<file path="config.mk">
export PLATFORM = sky130hd
export DESIGN_NAME = dual_channel_block_median_flat
export DESIGN_NICKNAME = d
export VERILOG_FILES = /design/src/design/medb_pkg.sv /design/src/design/medb_in_if.sv /design/src/design/medb_out_if.sv /design/src/design/medb_cell.sv /design/src/design/medb_chain.sv /design/src/design/dual_channel_block_median.sv /design/src/flat_wrapper.sv
export VERILOG_INCLUDE_DIRS = /design/src /design/src/design
export SDC_FILE = /design/constraint.sdc
export NUM_CORES = 1
export LEC_CHECK = 0
export BUFFER_PORTS_ARGS = -buffer_cell sky130_fd_sc_hd__clkbuf_2
export CELL_PAD_IN_SITES_DETAIL_PLACEMENT = 1
export CELL_PAD_IN_SITES_GLOBAL_PLACEMENT = 2
export CORE_UTILIZATION = 23
export DETAILED_ROUTE_END_ITERATION = 7
export PLACE_DENSITY = 0.55
export SYNTH_ARGS = -nofsm -noshare
export SYNTH_HDL_FRONTEND = slang
export SYNTH_SLANG_ARGS = --single-unit
</file>
<file path="constraint.sdc">
create_clock -name clk -period 7.73 [get_ports clk]
set_input_delay 0.3865 -clock clk [delete_from_list [all_inputs] [get_ports clk]]
set_output_delay 0.3865 -clock clk [all_outputs]
set_load 0.01 [all_outputs]
</file>
<file path="src/design/assert_macros.svh">
// assertion helpers, clocked on clk and disabled while arst_n is low
`ifndef ASSERT_MACROS_SVH
`define ASSERT_MACROS_SVH
`ifndef SYNTHESIS
`define MEDB_ASSERT(lbl, prop, msg) \
	lbl: assert property (@(posedge clk) disable iff (!arst_n) prop) else $error(msg);
`define MEDB_ASSERT_NEVER(lbl, expr, msg) \
	lbl: assert property (@(posedge clk) disable iff (!arst_n) !(expr)) else $error(msg);
`else
`define MEDB_ASSERT(lbl, prop, msg)
`define MEDB_ASSERT_NEVER(lbl, expr, msg)
`endif
`endif

</file>
<file path="src/design/medb_pkg.sv">
package medb_pkg;

	// control broadcast from the top level to every cell of both chains
	typedef struct packed {
		logic ins;
		logic clr;
	} medb_ctrl_t;

endpackage

</file>
<file path="src/design/medb_in_if.sv">
interface medb_in_if #(
	parameter int SAMPLE_BITS = 10
);
	logic                   valid;
	logic                   ready;
	logic [SAMPLE_BITS-1:0] left_sample;
	logic [SAMPLE_BITS-1:0] right_sample;

	modport source (output valid, output left_sample, output right_sample, input ready);
	modport sink (input valid, input left_sample, input right_sample, output ready);
endinterface

</file>
<file path="src/design/medb_out_if.sv">
interface medb_out_if #(
	parameter int SAMPLE_BITS = 10
);
	logic                   valid;
	logic                   ready;
	logic [SAMPLE_BITS-1:0] left_median;
	logic [SAMPLE_BITS-1:0] right_median;

	modport source (output valid, output left_median, output right_median, input ready);
	modport sink (input valid, input left_median, input right_median, output ready);
endinterface

</file>
<file path="src/design/medb_cell.sv">
module medb_cell
	import medb_pkg::*;
#(
	parameter int SAMPLE_BITS = 10
) (
	input  logic                   clk,
	input  logic                   arst_n,
	input  medb_ctrl_t             ctrl,
	input  logic [SAMPLE_BITS-1:0] sample,
	input  logic                   prev_valid,
	input  logic                   prev_gt,
	input  logic [SAMPLE_BITS-1:0] prev_value,
	output logic                   valid,
	output logic                   gt,
	output logic [SAMPLE_BITS-1:0] value,
	output logic [SAMPLE_BITS-1:0] next_value
);
	logic                   valid_q;
	logic [SAMPLE_BITS-1:0] value_q;

	// an empty cell counts as larger than any sample
	assign gt = !valid_q || (value_q > sample);

	// cells above the insertion point take their lower neighbor's value
	always_comb begin
		if (gt) begin
			next_value = prev_gt ? prev_value : sample;
		end else begin
			next_value = value_q;
		end
	end

	always_ff @(posedge clk or negedge arst_n) begin
		if (!arst_n) begin
			valid_q <= 1'b0;
		end else if (ctrl.clr) begin
			valid_q <= 1'b0;
		end else if (ctrl.ins) begin
			valid_q <= prev_valid;
		end
	end

	always_ff @(posedge clk) begin
		if (ctrl.ins) begin
			value_q <= next_value;
		end
	end

	assign valid = valid_q;
	assign value = value_q;
endmodule

</file>
<file path="src/design/medb_chain.sv">
module medb_chain
	import medb_pkg::*;
#(
	parameter int SAMPLE_COUNT = 19,
	parameter int SAMPLE_BITS  = 10
) (
	input  logic                   clk,
	input  logic                   arst_n,
	input  medb_ctrl_t             ctrl,
	input  logic [SAMPLE_BITS-1:0] sample,
	output logic [SAMPLE_BITS-1:0] median_next
);
	localparam int MID = SAMPLE_COUNT / 2;

	logic                   valid [SAMPLE_COUNT];
	logic                   gt    [SAMPLE_COUNT];
	logic [SAMPLE_BITS-1:0] value [SAMPLE_COUNT];
	logic [SAMPLE_BITS-1:0] nxt   [SAMPLE_COUNT];

	// cells kept in ascending order, cell 0 smallest
	for (genvar i = 0; i < SAMPLE_COUNT; i++) begin : g_cell
		if (i == 0) begin : g_head
			medb_cell #(.SAMPLE_BITS(SAMPLE_BITS)) u_cell (
				.clk        (clk),
				.arst_n     (arst_n),
				.ctrl       (ctrl),
				.sample     (sample),
				.prev_valid (1'b1),
				.prev_gt    (1'b0),
				.prev_value (sample),
				.valid      (valid[i]),
				.gt         (gt[i]),
				.value      (value[i]),
				.next_value (nxt[i])
			);
		end else begin : g_body
			medb_cell #(.SAMPLE_BITS(SAMPLE_BITS)) u_cell (
				.clk        (clk),
				.arst_n     (arst_n),
				.ctrl       (ctrl),
				.sample     (sample),
				.prev_valid (valid[i-1]),
				.prev_gt    (gt[i-1]),
				.prev_value (value[i-1]),
				.valid      (valid[i]),
				.gt         (gt[i]),
				.value      (value[i]),
				.next_value (nxt[i])
			);
		end
	end

	assign median_next = nxt[MID];
endmodule

</file>
<file path="src/design/dual_channel_block_median.sv">
// Block median of two sample channels. Each accepted item carries a left and
// a right sample; every SAMPLE_COUNT items form a block, and the item that
// closes a block yields one result, the value at position SAMPLE_COUNT/2 of
// each channel's samples in ascending order (the median for odd counts).
// Other items yield nothing. One item is taken per clock: each channel is a
// row of SAMPLE_COUNT compare-and-shift cells that inserts the new sample in
// sorted place in the same cycle. The result appears in the output register
// in the cycle after the closing item; while it waits, earlier items of the
// next block are still taken and only the next closing item stalls.
`include "assert_macros.svh"

module dual_channel_block_median
	import medb_pkg::*;
#(
	parameter int SAMPLE_COUNT = 19,
	parameter int SAMPLE_BITS  = 10
) (
	input logic             clk,
	input logic             arst_n,
	medb_in_if.sink         samples,
	medb_out_if.source      medians
);
	localparam int CW = $clog2(SAMPLE_COUNT + 1);

	logic [CW-1:0]          fill_q;
	logic                   out_valid_q;
	logic [SAMPLE_BITS-1:0] left_q;
	logic [SAMPLE_BITS-1:0] right_q;
	logic                   last;
	logic                   acc;
	medb_ctrl_t             ctrl;
	logic [SAMPLE_BITS-1:0] left_next;
	logic [SAMPLE_BITS-1:0] right_next;

	assign last          = (fill_q == CW'(SAMPLE_COUNT - 1));
	assign samples.ready = !(last && out_valid_q && !medians.ready);
	assign acc           = samples.valid && samples.ready;
	assign ctrl.ins      = acc;
	assign ctrl.clr      = acc && last;

	medb_chain #(.SAMPLE_COUNT(SAMPLE_COUNT), .SAMPLE_BITS(SAMPLE_BITS)) u_left (
		.clk         (clk),
		.arst_n      (arst_n),
		.ctrl        (ctrl),
		.sample      (samples.left_sample),
		.median_next (left_next)
	);

	medb_chain #(.SAMPLE_COUNT(SAMPLE_COUNT), .SAMPLE_BITS(SAMPLE_BITS)) u_right (
		.clk         (clk),
		.arst_n      (arst_n),
		.ctrl        (ctrl),
		.sample      (samples.right_sample),
		.median_next (right_next)
	);

	always_ff @(posedge clk or negedge arst_n) begin
		if (!arst_n) begin
			fill_q      <= '0;
			out_valid_q <= 1'b0;
		end else begin
			if (acc) begin
				fill_q <= last ? '0 : fill_q + CW'(1);
			end
			if (ctrl.clr) begin
				out_valid_q <= 1'b1;
			end else if (medians.ready) begin
				out_valid_q <= 1'b0;
			end
		end
	end

	// median taken from the chain's insert path as the block closes
	always_ff @(posedge clk) begin
		if (ctrl.clr) begin
			left_q  <= left_next;
			right_q <= right_next;
		end
	end

	assign medians.valid        = out_valid_q;
	assign medians.left_median  = left_q;
	assign medians.right_median = right_q;

	`MEDB_ASSERT_NEVER(a_fill_range, fill_q > CW'(SAMPLE_COUNT - 1), "fill count out of range")
	`MEDB_ASSERT(a_block_restart, ctrl.clr |=> fill_q == '0, "block did not restart")
	`MEDB_ASSERT(a_result_source, $rose(out_valid_q) |-> $past(ctrl.clr), "result without block end")
	`MEDB_ASSERT(a_no_overwrite, (out_valid_q && !medians.ready) |-> !ctrl.clr, "pending result overwritten")
endmodule
</file>
<file path="src/flat_wrapper.sv">
// flat-port wrapper written by rule: the top's interface ports become plain ports
module dual_channel_block_median_flat import medb_pkg::*;
#(
	parameter int SAMPLE_COUNT = 19,
	parameter int SAMPLE_BITS  = 10
)
  (clk, arst_n, samples_valid, samples_left_sample, samples_right_sample, samples_ready, medians_valid, medians_left_median, medians_right_median, medians_ready);
  medb_in_if #(.SAMPLE_BITS(SAMPLE_BITS)) samples_i ();
  medb_out_if #(.SAMPLE_BITS(SAMPLE_BITS)) medians_i ();
  input logic clk;
  input logic arst_n;
  input wire logic [$bits(samples_i.valid)-1:0] samples_valid;
  input wire logic [$bits(samples_i.left_sample)-1:0] samples_left_sample;
  input wire logic [$bits(samples_i.right_sample)-1:0] samples_right_sample;
  output wire logic [$bits(samples_i.ready)-1:0] samples_ready;
  output wire logic [$bits(medians_i.valid)-1:0] medians_valid;
  output wire logic [$bits(medians_i.left_median)-1:0] medians_left_median;
  output wire logic [$bits(medians_i.right_median)-1:0] medians_right_median;
  input wire logic [$bits(medians_i.ready)-1:0] medians_ready;
  assign samples_i.valid = samples_valid;
  assign samples_i.left_sample = samples_left_sample;
  assign samples_i.right_sample = samples_right_sample;
  assign samples_ready = samples_i.ready;
  assign medians_valid = medians_i.valid;
  assign medians_left_median = medians_i.left_median;
  assign medians_right_median = medians_i.right_median;
  assign medians_i.ready = medians_ready;
  dual_channel_block_median #(.SAMPLE_COUNT(SAMPLE_COUNT), .SAMPLE_BITS(SAMPLE_BITS)) u_core (.clk(clk), .arst_n(arst_n), .samples(samples_i), .medians(medians_i));
endmodule
</file>
==> results.sh <==
export IMPL_status="completed"
export IMPL_worstHoldPathCells=3
export IMPL_r2r_start="u_core.fill_q[0]$_DFFE_PN0N_"
export IMPL_place_hpwl_um=29400
export IMPL_drv_cap=0
export IMPL_grt_pass1_vias=9896
export IMPL_synthAdderAreaFrac_pct=17.1
export IMPL_startpoint_type="flip-flop"
export IMPL_finalInstanceArea_um2=16900
export IMPL_wl_per_cell_um=19.6
export IMPL_utilization_pct=26.8
export IMPL_placed_cells=1956
export IMPL_crit_family="simple AND/OR/NAND/NOR gates"
export IMPL_port_buffers=45
export IMPL_p_leak_nw=6.93
export IMPL_pin_count=46
export IMPL_yosys_area_top_type="edfxtp_1"
export IMPL_netlist_instances=1091
export IMPL_synth_ff_type="edfxtp_1"
export IMPL_stdcell_count=2014
export IMPL_coreArea_um2=63300
export IMPL_grt_pass1_wl_um=60800
export IMPL_finalClockSkew_ns=0.0193
export IMPL_dieArea_um2=65400
export IMPL_gp_congestion=0.786
export IMPL_dieHeight_um=256
export IMPL_layout_common_cells="edfxtp_1, ha_1, mux2_4, inv_1, a21oi_1"
export IMPL_synthXorXnorAreaFrac_pct=0.0592
export IMPL_tightest_slew_ns=1.19
export IMPL_crit_chain="inv_1, ha_1, and4bb_1, nand3b_1, nand2_1, clkinv_1, buf_4, and2_1"
export IMPL_netlist_area_um2=14800
export IMPL_power_density_nw_per_um2=244
export IMPL_critPathKind="flip-flop to flip-flop"
export IMPL_synth_edff_count=220
export IMPL_cts_tree="done"
export IMPL_drc_errors=0
export IMPL_cts_setup_buffers=0
export IMPL_hold_violations=0
export IMPL_numCtsBuffers=30
export IMPL_grt_usage_pct=12.1
export IMPL_drv_slew=0
export IMPL_reg2reg_to="u_core.u_right.g_cell[5].g_body.u_cell.value[1]$_DFFE_PP_"
export IMPL_cp_required_ns=7.99
export IMPL_nets=1370
export IMPL_critPathBufInv=3
export IMPL_wl_um=39500
export IMPL_hold_start="samples_valid"
export IMPL_rows=92
export IMPL_synthArstFlopShare_pct=6.78
export IMPL_rsz0062_at_grt="false"
export IMPL_yosysUniqueCellTypes=43
export IMPL_rr_worst_depth=8
export IMPL_area_delta_synth_final_pct=14.4
export IMPL_cts_max_level=1
export IMPL_setup_tns_final_ns=0
export IMPL_synth_mux_area_share_pct=16.9
export IMPL_ys_ff_latch=236
export IMPL_synth_top_family_by_area="adder cells"
export IMPL_path_clk_slew_ns=0.06
export IMPL_cts_sinks=236
export IMPL_drt_iter0_markers=340
export IMPL_hold_path_class="input pin to flip-flop"
export IMPL_r2r_setup_slack_ns=4.12
export IMPL_drt_antenna_violating_nets=0
export IMPL_firstDrtPassIters=4
export IMPL_synth_top_area_share_pct=44.6
export IMPL_fin_ws_ns=4.12
export IMPL_peakVddDrop_mv=0.190
export IMPL_setup_viol_count_final=0
export IMPL_layout_drive_gt1_share_pct=21.8
export IMPL_endpoint_kind="flip-flop"
export IMPL_antenna_found_initial=1
export IMPL_grt_max_degree=28
export IMPL_grt_overflow_total=0
export IMPL_fin_crit_ns=3.61
export IMPL_avgSynthCellArea_um2=13.6
export IMPL_die_w_um=256
export IMPL_finalPower_mw=4.13
export IMPL_cpMaxStageDelayCell="clkinv_1"
export IMPL_clk_latency_ns=0.59
export IMPL_period_share_pct=46.7
export IMPL_hold_slack_ns=0.130
export IMPL_start_util_pct=23.4
export IMPL_slew_headroom_pct=20.2
export IMPL_synthTopCellsByArea="edfxtp_1, ha_1, mux2_4"
export IMPL_min_to="u_core.medians.valid$_DFFE_PN0P_"
export IMPL_vias=9056
export IMPL_synth_compound_area_share_pct=8.88
export IMPL_fmax_mhz=277
export IMPL_place_ws_ns=3.66
export IMPL_cp_startpoint="u_core.fill_q[0]$_DFFE_PN0N_"
export IMPL_ys_warn_count=0
export IMPL_viasPerCell=4.50
export IMPL_arrival_ns=3.87
export IMPL_crit_fanout=27
export IMPL_clockRootBuffer="clkbuf_16"
export IMPL_syn_nets=1317
export IMPL_post_synth_and_or_nand_nor_area_fraction_pct=6.62
export IMPL_cts_buffer_depth=3
export IMPL_cpPeakStageDelay_ns=0.66
export IMPL_placed_cell_area_um2=15900
export IMPL_yosysSeqAreaShare_pct=47.3
export IMPL_layout_commonest_cell="edfxtp_1"
flip-flops by register name, indices dropped and copies added (netlist names), 5 cells and up:
| signal | count |
|---|---|
| u_core.medians.left_median | 10 |
| u_core.fill_q | 5 |
| u_core.u_right.g_cell.g_body.u_cell.valid | 5 |
| u_core.u_left.g_cell.g_body.u_cell.value | 90 |
| u_core.u_left.g_cell.g_head.u_cell.value | 10 |
| u_core.u_right.g_cell.g_body.u_cell.value | 90 |
| u_core.u_right.g_cell.g_head.u_cell.value | 10 |
| u_core.medians.right_median | 10 |
cells in the mapped netlist, drive strengths merged (2+ instances only):
library cell    n
a2111oi         9
a211oi          2
a21o           40
a21oi          57
a22o            7
a31oi           2
and2           15
and3            4
and4            5
buf            24
clkbuf         14
dfrtp          16
edfxtp        220
ha            202
inv            60
mux2          183
mux2i           9
nand2          19
nand2b          2
nand3          18
nand3b          2
nand4          44
nand4b          6
nor2           14
nor2b          18
nor3           19
o2111ai        10
o21a           11
o21ai          39
o221ai          2
o22ai           2
o31ai          10
or3             2
kinds of logic after synthesis:
logic type | Yosys count
buffers and inverters | 98
AOI/OAI and AO/OA | 191
DFF | 236
adders and majority gates | 202
xor gates and xnor gates | 1
muxes | 192
and+or+nand+nor | 171
area by class of cell:
type,count,area [µm²]
inverter,60,225
sequential,236,7010
timing repair buffer,59,335
antenna,1,2.50
clock buffer,32,758
tap,846,1060
fill,6885,46400
multi-input combinational,757,7330
clock inverter,23,226
timing repair:
action / 4_1_cts / 5_1_grt
setup endpoints to repair: 0 / 0
resized for setup: 0 / 0
hold buffers: 2 / 0
endpoints found under the hold margin: 17 / 0
power breakdown:
part / leakage (nW) / internal, mW / total, mW / switching [mW]
Sequential: 2.30 / 1.64 / 1.76 / 0.121
Clock: 0.484 / 0.840 / 1.43 / 0.591
Combinational: 4.14 / 0.458 / 0.934 / 0.476
Total: 6.93 / 2.94 / 4.13 / 1.19
worst reg2reg max path, stage by stage, from the launching register on:
cell and delay, ns:
dfrtp_1 0.42, inv_1 0.08, ha_1 0.16, and4bb_1 0.33
nand3b_1 0.22, nand2_1 0.48, clkinv_1 0.66, buf_4 0.50
and2_1 0.42
worst max path at each step:
stage	endpoint	slack, ns	depth (start not counted)
3_3_place_gp	u_core.u_right.g_cell[3].g_body.u_cell.value[0]$_DFFE_PP_	3.81	8
5_1_grt	u_core.u_right.g_cell[5].g_body.u_cell.value[1]$_DFFE_PP_	3.70	8
2_1_floorplan	u_core.u_right.g_cell[0].g_head.u_cell.value[0]$_DFFE_PP_	4.98	8
3_5_place_dp	u_core.u_right.g_cell[0].g_head.u_cell.value[3]$_DFFE_PP_	3.66	8
6_report	u_core.u_right.g_cell[5].g_body.u_cell.value[1]$_DFFE_PP_	4.12	8
4_1_cts	u_core.u_right.g_cell[5].g_body.u_cell.value[4]$_DFFE_PP_	3.92	8
per-layer routing:
metal | part of all wire, % | GRT usage (%) | vias to the layer above
li1 | - | - | 4370
met1 | 50 | 16.9 | 4530
met2 | 45 | 19.5 | 104
met3 | 3.0 | 1.52 | 52
met4 | 2.3 | 3.49 | 0
met5 | 0 | 0 | -
Power figures use the tool's default switching activity.
